$ cat src/hdl/descending_sorted_insert_list_top_defines.svh
// ----------------------------------------------------------------------------
// descending_sorted_insert_list_top_defines
// Assertion macros used by the sorted list datapath.
// ----------------------------------------------------------------------------
`ifndef DESCENDING_SORTED_INSERT_LIST_TOP_DEFINES_SVH
`define DESCENDING_SORTED_INSERT_LIST_TOP_DEFINES_SVH

// same-cycle implication, sampled on clk, idle in reset
`define DSIL_ASSERT_NOW(lbl, ante, cons, msg) \
	lbl: assert property (@(posedge clk) disable iff (!arst_n) (ante) |-> (cons)) \
		else $error(msg);

// next-cycle implication
`define DSIL_ASSERT_NEXT(lbl, ante, cons, msg) \
	lbl: assert property (@(posedge clk) disable iff (!arst_n) (ante) |=> (cons)) \
		else $error(msg);

`endif

$ cat src/hdl/dsil_pkg.sv
// ----------------------------------------------------------------------------
// dsil_pkg
// Types shared by the controller and datapath of the sorted list.
// ----------------------------------------------------------------------------
package dsil_pkg;

	typedef enum logic [1:0] {
		CMD_INSERT = 2'd0,
		CMD_READ   = 2'd1,
		CMD_CLEAR  = 2'd2
	} cmd_t;

	typedef enum logic [1:0] {
		ST_IDLE,
		ST_SCAN,
		ST_READ,
		ST_FINISH
	} state_t;

	// controller -> datapath
	typedef struct packed {
		logic load;
		logic scan_step;
		logic read_cap;
		logic push;
	} ctrl_t;

	// datapath -> controller
	typedef struct packed {
		logic scan_last;
		logic out_free;
	} status_t;

endpackage

$ cat src/hdl/descending_sorted_insert_list_top.sv
// Insert: the scan/shift walks the entry memory one position per cycle, through the
//   entries held and the slot just past them (only the stored entries when full).
// Read: registered memory read. Clear and unused code go straight to the result.
// One item in flight; the next is accepted once the result enters the output register.
// arst_n low empties the list; entry memory contents are not reset.
// ----------------------------------------------------------------------------
// descending_sorted_insert_list_top
// Bounded list of unsigned Q16.16 scores kept in descending order.
// ----------------------------------------------------------------------------
module descending_sorted_insert_list_top #(
	parameter int DEPTH = 32
) (
	input  logic        clk,
	input  logic        arst_n,
	input  logic        s_tvalid,
	output logic        s_tready,
	input  logic [39:0] s_tdata,  // value[31:0], read_index[36:32], zero pad
	input  logic [1:0]  s_tuser,  // command[1:0]
	output logic        m_tvalid,
	input  logic        m_tready,
	output logic [47:0] m_tdata   // inserted_position[4:0], dropped[5], entry_value[37:6],
	                              // index_valid[38], entry_count[44:39], zero pad
);
	import dsil_pkg::*;

	ctrl_t   ctrl;
	status_t status;

	dsil_ctrl u_ctrl (
		.clk      (clk),
		.arst_n   (arst_n),
		.in_valid (s_tvalid),
		.in_cmd   (s_tuser),
		.in_ready (s_tready),
		.status   (status),
		.ctrl     (ctrl)
	);

	dsil_dp #(
		.DEPTH (DEPTH)
	) u_dp (
		.clk       (clk),
		.arst_n    (arst_n),
		.ctrl      (ctrl),
		.status    (status),
		.in_cmd    (s_tuser),
		.in_value  (s_tdata[31:0]),
		.in_index  (s_tdata[36:32]),
		.out_valid (m_tvalid),
		.out_ready (m_tready),
		.out_data  (m_tdata)
	);

endmodule

$ cat src/hdl/dsil_ctrl.sv
// ----------------------------------------------------------------------------
// dsil_ctrl
// Sequencer: accept, walk the list (insert) or fetch an entry (read), then hand off result.
// ----------------------------------------------------------------------------
module dsil_ctrl (
	input  logic              clk,
	input  logic              arst_n,
	input  logic              in_valid,
	input  logic [1:0]        in_cmd,
	output logic              in_ready,
	input  dsil_pkg::status_t status,
	output dsil_pkg::ctrl_t   ctrl
);
	import dsil_pkg::*;

	state_t state_q, state_d;

	always_ff @(posedge clk or negedge arst_n) begin
		if (!arst_n) begin
			state_q <= ST_IDLE;
		end else begin
			state_q <= state_d;
		end
	end

	always_comb begin
		state_d        = state_q;
		ctrl           = '0;
		in_ready       = 1'b0;
		unique case (state_q)
			ST_IDLE: begin
				in_ready = 1'b1;
				if (in_valid) begin
					ctrl.load = 1'b1;
					unique case (cmd_t'(in_cmd))
						CMD_INSERT: state_d = ST_SCAN;
						CMD_READ:   state_d = ST_READ;
						default:    state_d = ST_FINISH;
					endcase
				end
			end
			ST_SCAN: begin
				ctrl.scan_step = 1'b1;
				if (status.scan_last) begin
					state_d = ST_FINISH;
				end
			end
			ST_READ: begin
				ctrl.read_cap = 1'b1;
				state_d       = ST_FINISH;
			end
			ST_FINISH: begin
				if (status.out_free) begin
					ctrl.push = 1'b1;
					state_d   = ST_IDLE;
				end
			end
			default: state_d = ST_IDLE;
		endcase
	end

endmodule

$ cat src/hdl/dsil_dp.sv
// ----------------------------------------------------------------------------
// dsil_dp
// Entry memory, count, scan/shift step and the output register.
// ----------------------------------------------------------------------------
`include "descending_sorted_insert_list_top_defines.svh"

module dsil_dp #(
	parameter int DEPTH = 32
) (
	input  logic              clk,
	input  logic              arst_n,
	input  dsil_pkg::ctrl_t   ctrl,
	output dsil_pkg::status_t status,
	input  logic [1:0]        in_cmd,
	input  logic [31:0]       in_value,
	input  logic [4:0]        in_index,
	output logic              out_valid,
	input  logic              out_ready,
	output logic [47:0]       out_data
);
	import dsil_pkg::*;

	localparam int AW = (DEPTH > 1) ? $clog2(DEPTH) : 1;
	localparam int CW = $clog2(DEPTH + 1);

	logic [31:0]   mem [DEPTH];
	logic [31:0]   rd_data_q;
	logic [AW-1:0] rd_addr;
	logic          we;
	logic [AW-1:0] waddr;
	logic [31:0]   wdata;

	logic [31:0]   val_q;
	logic [4:0]    idx_q;
	logic [AW-1:0] i_q;
	logic          found_q;
	logic [31:0]   carry_q;
	logic [AW-1:0] pos_q;
	logic [CW-1:0] count_q;

	logic [AW-1:0] res_pos_q;
	logic          res_drop_q;
	logic [31:0]   res_entry_q;
	logic          res_valid_q;

	logic [31:0]   idx_ext;
	logic [31:0]   pos_ext;
	logic [31:0]   count_ext;
	logic [AW-1:0] last_idx;
	logic          virt;
	logic          hit;
	logic          rd_ok;

	assign idx_ext  = 32'(in_index);
	assign last_idx = (count_q < CW'(DEPTH)) ? count_q[AW-1:0] : AW'(DEPTH - 1);
	// the slot just past the stored entries always hits, so a value not yet placed lands there
	assign virt     = (CW'(i_q) == count_q);
	assign hit      = virt || (val_q >= rd_data_q);
	assign rd_ok    = (32'(idx_q) < 32'(count_q));

	assign status.scan_last = (i_q == last_idx);
	assign status.out_free  = !out_valid || out_ready;

	always_comb begin
		if (ctrl.load) begin
			rd_addr = (cmd_t'(in_cmd) == CMD_INSERT) ? '0 : idx_ext[AW-1:0];
		end else begin
			rd_addr = i_q + AW'(1);
		end
	end

	// ripple the new value in: once placed, each step writes the carried entry
	always_comb begin
		we    = 1'b0;
		waddr = i_q;
		wdata = carry_q;
		if (ctrl.scan_step) begin
			if (!found_q && hit) begin
				we    = 1'b1;
				wdata = val_q;
			end else if (found_q) begin
				we = 1'b1;
			end
		end
	end

	always_ff @(posedge clk) begin
		if (we) begin
			mem[waddr] <= wdata;
		end
		rd_data_q <= mem[rd_addr];
	end

	always_ff @(posedge clk) begin
		if (ctrl.load) begin
			val_q       <= in_value;
			idx_q       <= in_index;
			i_q         <= '0;
			found_q     <= 1'b0;
			res_pos_q   <= '0;
			res_drop_q  <= 1'b0;
			res_entry_q <= '0;
			res_valid_q <= 1'b0;
		end
		if (ctrl.scan_step) begin
			i_q <= i_q + AW'(1);
			if (!found_q && hit) begin
				found_q <= 1'b1;
				pos_q   <= i_q;
				carry_q <= rd_data_q;
			end else if (found_q) begin
				carry_q <= rd_data_q;
			end
			if (status.scan_last) begin
				res_pos_q  <= found_q ? pos_q : (hit ? i_q : '0);
				res_drop_q <= !(found_q || hit);
			end
		end
		if (ctrl.read_cap) begin
			res_entry_q <= rd_ok ? rd_data_q : '0;
			res_valid_q <= rd_ok;
		end
	end

	always_ff @(posedge clk or negedge arst_n) begin
		if (!arst_n) begin
			count_q <= '0;
		end else if (ctrl.load && cmd_t'(in_cmd) == CMD_CLEAR) begin
			count_q <= '0;
		end else if (ctrl.scan_step && status.scan_last && count_q < CW'(DEPTH)) begin
			count_q <= count_q + CW'(1);
		end
	end

	assign pos_ext   = 32'(res_pos_q);
	assign count_ext = 32'(count_q);

	always_ff @(posedge clk or negedge arst_n) begin
		if (!arst_n) begin
			out_valid <= 1'b0;
		end else if (ctrl.push) begin
			out_valid <= 1'b1;
		end else if (out_ready) begin
			out_valid <= 1'b0;
		end
	end

	always_ff @(posedge clk) begin
		if (ctrl.push) begin
			out_data <= {3'b000, count_ext[5:0], res_valid_q, res_entry_q,
				res_drop_q, pos_ext[4:0]};
		end
	end

	`DSIL_ASSERT_NOW(a_count_bound, 1'b1, 32'(count_q) <= DEPTH, "entry count above depth")
	`DSIL_ASSERT_NOW(a_scan_bound, ctrl.scan_step, i_q <= last_idx, "scan ran past list end")
	`DSIL_ASSERT_NOW(a_drop_pos, ctrl.push && res_drop_q, res_pos_q == '0 && !res_valid_q,
		"dropped insert carries position or read flag")
	`DSIL_ASSERT_NEXT(a_drop_full, ctrl.scan_step && status.scan_last && !(found_q || hit),
		32'(count_q) == DEPTH, "drop while list not full")

endmodule

$ cat config.mk
export PLATFORM = sky130hd
export DESIGN_NAME = descending_sorted_insert_list_top
export DESIGN_NICKNAME = d
export VERILOG_FILES = /design/src/hdl/dsil_pkg.sv /design/src/hdl/descending_sorted_insert_list_top.sv /design/src/hdl/dsil_ctrl.sv /design/src/hdl/dsil_dp.sv
export VERILOG_INCLUDE_DIRS = /design/src /design/src/hdl
export SDC_FILE = /design/constraint.sdc
export NUM_CORES = 1
export LEC_CHECK = 0
export BUFFER_PORTS_ARGS = -buffer_cell sky130_fd_sc_hd__clkbuf_2
export CAP_MARGIN = 5
export CORE_ASPECT_RATIO = 1.2
export CORE_MARGIN = 5
export CORE_UTILIZATION = 25
export CTS_CLUSTER_DIAMETER = 60
export DETAILED_ROUTE_END_ITERATION = 7
export PLACE_DENSITY = 0.51
export REMOVE_ABC_BUFFERS = 1
export SLEW_MARGIN = 10
export SYNTH_ARGS = -nofsm -noshare
export SYNTH_HDL_FRONTEND = slang
export SYNTH_SLANG_ARGS = --single-unit
$ cat constraint.sdc
create_clock -name clk -period 7.2 [get_ports clk]
set_input_delay 1.8 -clock clk [delete_from_list [all_inputs] [get_ports clk]]
set_output_delay 1.8 -clock clk [all_outputs]
set_load 0.05 [all_outputs]
# Yosys cells after proc, flatten, opt, wreduce, memory -nomap -nowiden
# Memories as Yosys holds them, arrays and structs flattened. A register that Yosys moved wholly into a read port is not among the register bits.
# Cells that the tools add are included.
[op_classes]
addsub = 2
n_lt_le_gt_ge = 3
eq_ne = 10
muxes = 46
reduce_logical = 20
[ops]
columns = ["cell", "count"]
rows = [
  ["two-way mux 32 bit", 7],
  ["two-way mux 5 bit", 10],
  ["greater-or-equal comparator 32 bit", 1],
  ["two-way mux 1 bit", 22],
  ["two-way mux 6 bit", 2],
  ["nonzero test 2 bit", 5],
  ["case mux 2 bit (4 select lines)", 1],
  ["adder 6 x 1 -> 6 bit, second input constant", 1],
  ["equality test 2 bit, second input constant", 3],
  ["equality test 5 x 6 -> 1 bit", 1],
  ["less-than comparator 5 x 6 -> 1 bit", 1],
  ["less-than comparator 6 bit, second input constant", 1],
  ["two-way mux 2 bit", 3],
  ["adder 5 x 1 -> 5 bit, second input constant", 1],
  ["equality test 5 bit", 1],
  ["equality test 2 x 1 -> 1 bit, second input constant", 2],
  ["logical AND 1 bit", 4],
  ["logical NOT 2 bit", 2],
  ["!= test 2 bit, second input constant", 2],
  ["case mux 2 bit (2 select lines)", 1],
  ["AND reduction 2 bit", 2],
  ["logical NOT 1 bit", 3],
  ["logical OR 1 bit", 3],
  ["AND reduction 3 bit", 1],
  ["!= test 2 x 1 -> 1 bit, second input constant", 1],
]
[totals]
reg_bits = 173
mem_bits_rw = 1024
inputBits = 46
wordCells = 96
n_memories = 1
[mem_list]
columns = ["name", "depth", "width", "rd", "rd_ports_with_merged_regs", "wr", "line_no", "rtl"]
rows = [
  ["u_dp.mem", 32, 32, 1, 1, 1, "dsil_dp.sv:26", "logic [31:0] mem [DEPTH];"],
]

# Logic depth before layout (Yosys ltp)
[depth]
word_depth = 7
ltp_mapped = 13
depth_no_buf = 10

# Cells and area by module
# Synthesis repeated with hierarchy kept, for this count alone.
[unflattened]
cells_unflattened = 3549
hier_area_um2 = 48154.9
[modules_own_cells]
columns = ["module", "instances", "cells_per_inst", "area_per_inst_um2"]
rows = [
  ["dsil_dp", 1, 3528, 47966.0],
  ["dsil_ctrl", 1, 21, 188.9],
]

# Worst setup path before layout
# OpenSTA, ideal clock, no wires.
[synth_path]
kind = "input-to-reg"
from = "input s_tvalid"
to = "register u_dp.rd_data_q[10], read port of u_dp.mem"
setup_time_ns = 0.128
arrival_time_ns = 3.750
required_time_ns = 7.072
slack_ns = 3.321
cell_stages = 10
path_buffers = 2
path_cell_list = "nand2_2 inv_2 nor2_1 a21o_1 buf_2 nand3_1 clkbuf_1 a311oi_1 nor4_1 nand3_1"
[synth_lines]
columns = ["item", "line_no", "rtl"]
rows = [
  ["start, declared", "descending_sorted_insert_list_top.sv:15", "input logic s_tvalid,"],
  ["end, declared", "dsil_dp.sv:27", "logic [31:0] rd_data_q;"],
]

# Final worst setup path
[layout_path]
from = "register u_dp.val_q[13]"
to = "memory u_dp.mem[19][4] (enable)"
[layout_between]
elab_chain_cells = 7
[layout_lines]
columns = ["item", "line_no", "rtl"]
rows = [
  ["start, declared", "dsil_dp.sv:33", "logic [31:0] val_q;"],
  ["start signal, assigned", "dsil_dp.sv:96", "val_q <= in_value;"],
  ["greater-or-equal comparator 32 bit", "dsil_dp.sv:58", "assign hit = virt || (val_q >= rd_data_q);"],
  ["logical OR 1 bit", "dsil_dp.sv:58", ""],
  ["logical AND 1 bit", "dsil_dp.sv:78", "if (!found_q && hit) begin"],
  ["two-way mux 1 bit", "dsil_dp.sv:78", ""],
  ["two-way mux 1 bit", "dsil_dp.sv:77", "if (ctrl.scan_step) begin"],
  ["two-way mux 1 bit", "dsil_dp.sv:88", "if (we) begin"],
  ["two-way mux 1 bit (not written as such)", "dsil_dp.sv:89", "mem[waddr] <= wdata;"],
  ["end, declared", "dsil_dp.sv:26", ""],
]
# Every way passes these cells.

==> results.ini <==
[clock_network]
postCtsHoldBufs=0
post_cts_resize_count=0
root_buffer=clkbuf_16
clk_pin_slew_ns=0.06
clock_sinks=1229
numCtsBuffers=136
cts_tree=yes
postCtsSetupBuffers=0
cts.path.max_buffers=3
cts_htree_levels=4
insertion_delay_ns=0.77

[placed_design]
pre_cts_slack_ns=1.318
portBuffers=89
dp_hpwl_mm=80.30
gp_congestion=0.7770

[pwr]
p_clk_share_pct=24.6
power_density_nw_per_um2=491.4
pwr-share-comb_pct=39.0
sw_frac_of_total_pct=39.94
ir_drop_uv=538.4
leakage_nw=19.85
internal_power_w=0.01663
p_switching_w=0.01106
p_seq_share_pct=36.4

[setup_path]
cp.arrival_ns=5.87
criticalPathCategory=register to register
required_ns=7.57
r2r-start=u_dp.val_q[13]$_DFFE_PP_
startpoint_type=register
ff2ff_setup_slack_ns=1.69
reg2reg_depth=10
reg2reg_to=u_dp.mem[19][4]$_DFFE_PP_
crit_fanout=43
critical_path.endpoint_type=register

[synthesis]
yosysWarnings=0
avgSynthCellArea_sq_um=13.92
ys_ff_latch=1229
seq_area_frac_synth_pct=75.50
synthArstFlopShare_pct=0.7323
synth_cells=3471
synthFlopType=edfxtp_1
synth_edf_count=1181
synthDistinctLibCells=59
syn_area_sq_um=48310

[die]
core_area_sq_um=192000
dieArea_sq_um=202200
std_cell_rows=176
start_util_pct=25.16
chipHeight_microns=491.5
die-width_microns=411.3
ios=96

[timing]
tightest_slew_ns=1.278
rsz0062_at_grt=no
whs_ns=0.4147
clock_skew_ns=0.04015
fmax_mhz=181.6
period_share_pct=76.48
setup_viol=0
timing.final.hold_violations=0
period_minus_slack_ns=5.507
relSlewSlack_pct=14.83
worst_slack_ns=1.693
drv_slew=0

[status]
status=finished clean

[detailed_routing]
dr.pass1.iters=6
routed_via_density=4.692
vias=29390
drc=0
wl_per_cell_microns=22.97
ant_nets=0
wirelength_mm=143.9
drt_first_iter_violations=3116

[final_layout]
nNetsFinal=3661
drive_above_1_share_pct=12.37
area_delta_synth_final_pct=16.67
fin_util_pct=29.35

[run]
max-cap-violations=0

[worst_hold_path]
hp-start=u_dp.res_entry_q[12]$_SDFFCE_PP0P_
holdCritPathClass=register to register
hold_path_depth=0
hold_path_end=u_dp.out_data[18]$_DFFE_PP_

[global_routing]
grt.overflow.total=0
antenna_found_initial=21
grt.total_usage_pct=13.83
grt_max_degree=174
grt_pass1_wl_mm=204.2
grt_pass1_vias=28130

## worst max-delay path, cell delays in order, from the launching register on
cell      delay, ns
edfxtp_1       0.51
ha_1           0.49
and4_1         0.35
o211ai_1       0.11
or4_1          0.51
nand3_1        0.44
a211o_1        0.42
o21a_4         0.58
buf_4          0.47
and3_2         0.54
buf_4          0.62
## power groups by stage
stage | clock (W) | combinational, W | sequential [W]
2_1_floorplan | 0 | 0.00664 | 0.0103
6_report | 0.00682 | 0.0108 | 0.0101
3_5_place_dp | 0 | 0.0108 | 0.0102
5_1_grt | 0.00726 | 0.0118 | 0.0101
4_1_cts | 0.00696 | 0.0108 | 0.0101
3_3_place_gp | 0 | 0.0108 | 0.0102
## stage by stage
stage | power (W) | instances | area (sq um) | TNS [ns]
floorplan | 0.01691 | 3255 | 47350 | -72.42
global placement | 0.02097 | 6013 | 52000 | 0
detailed placement | 0.02103 | 6013 | 52000 | 0
CTS | 0.02788 | 6259 | 56350 | 0
global route | 0.02917 | 6260 | 56350 | 0
finish | 0.02769 | 6264 | 56360 | 0
## how the worst max path moves through the flow
stage	to	cells past startpoint	slack [ns]	start
after floorplan	u_dp.rd_data_q[31]$_DFF_P_	8	-2.37	s_tvalid
after global placement	u_dp.rd_data_q[22]$_DFF_P_	11	1.33	s_tvalid
after detailed placement	u_dp.rd_data_q[22]$_DFF_P_	11	1.32	s_tvalid
after CTS	u_dp.mem[17][5]$_DFFE_PP_	10	1.71	u_dp.val_q[13]$_DFFE_PP_
after global routing	u_dp.mem[17][4]$_DFFE_PP_	11	1.58	u_dp.rd_data_q[10]$_DFF_P_
final	u_dp.mem[19][4]$_DFFE_PP_	10	1.69	u_dp.val_q[13]$_DFFE_PP_
## area by class of cell
| cell class | count | area [sq um] |
|---|---|---|
| clock inverters | 57 | 550.5 |
| diodes | 5 | 12.51 |
| clock buffers | 189 | 3800 |
| well taps | 2581 | 3229 |
| inverters | 46 | 172.7 |
| multi-input cells | 1980 | 10840 |
| repair buffers | 177 | 1281 |
| fillers | 19360 | 135700 |
| flip-flops and latches | 1229 | 36470 |
## cell usage in the layout (no fill, tap or decap), types with 17 or more instances in the layout
| master | netlist | final |
|---|---|---|
| a21oi_1 | 26 | 26 |
| a22oi_1 | 61 | 61 |
| a311oi_1 | 129 | 129 |
| a31oi_1 | 129 | 129 |
| and3_1 | 321 | 289 |
| and3_2 | 0 | 32 |
| buf_4 | 11 | 74 |
| clkbuf_1 | 120 | 40 |
| clkbuf_16 | 0 | 142 |
| clkbuf_2 | 1 | 89 |
| clkinv_1 | 0 | 17 |
| dfxtp_1 | 39 | 39 |
| edfxtp_1 | 1181 | 1181 |
| ha_1 | 45 | 44 |
| inv_1 | 45 | 45 |
| mux2_4 | 28 | 28 |
| nand2_1 | 1042 | 1042 |
| nand3_1 | 45 | 41 |
| nor2_1 | 21 | 17 |
| nor4_1 | 34 | 34 |
## sequential cells by signal (all words and copies together), names as in the netlist
signal            cells
u_dp.out_valid        1
u_dp.carry_q         32
u_dp.res_valid_q      1
u_dp.count_q          6
u_dp.pos_q            5
u_dp.val_q           32
u_dp.rd_data_q       32
u_dp.mem           1024
u_ctrl.state_q        2
u_dp.i_q              5
u_dp.res_pos_q        5
u_dp.res_entry_q     32
u_dp.res_drop_q       1
u_dp.found_q          1
u_dp.out_data        45
u_dp.idx_q            5
## synthesized netlist by cell type, drive strengths merged (4+ instances only)
library cell | n | area share, %
a311oi | 129 | 2.3
nor3 | 4 | 0.041
buf | 97 | 1.1
and3 | 321 | 4.2
xnor2 | 4 | 0.073
nor4 | 34 | 0.44
nand4 | 6 | 0.078
nand2b | 7 | 0.091
ha | 45 | 1.2
a31oi | 130 | 1.7
o21ai | 6 | 0.062
nor2 | 22 | 0.18
a21o | 6 | 0.093
and2 | 5 | 0.065
a21oi | 27 | 0.29
a2111oi | 4 | 0.073
inv | 46 | 0.36
dfxtp | 39 | 1.6
nand3 | 45 | 0.47
edfxtp | 1181 | 73
a22oi | 62 | 0.97
mux2 | 32 | 0.96
clkbuf | 121 | 0.94
dfrtp | 9 | 0.47
nand2 | 1043 | 8.1
nand3b | 6 | 0.12
xor2 | 7 | 0.13
## kinds of logic after synthesis
logic type	Yosys count	share of synthesized area (%)
AND/OR/NAND/NOR	1507	13.96
other	1	0.007763
XOR/XNOR	11	0.1994
adder cells (fa/ha/maj)	45	1.166
AO/OA/AOI/OAI	379	5.797
buffers and inverters	264	2.354
flip-flops	1229	75.50
multiplexers	35	1.026
## layer usage
layer,track usage [%],part of all wire [%]
met3,3.477,8.9
met1,19.44,44
met2,21.04,45
met5,0,0.064
met4,4.211,2.6
(Power assumes the default switching activity.)
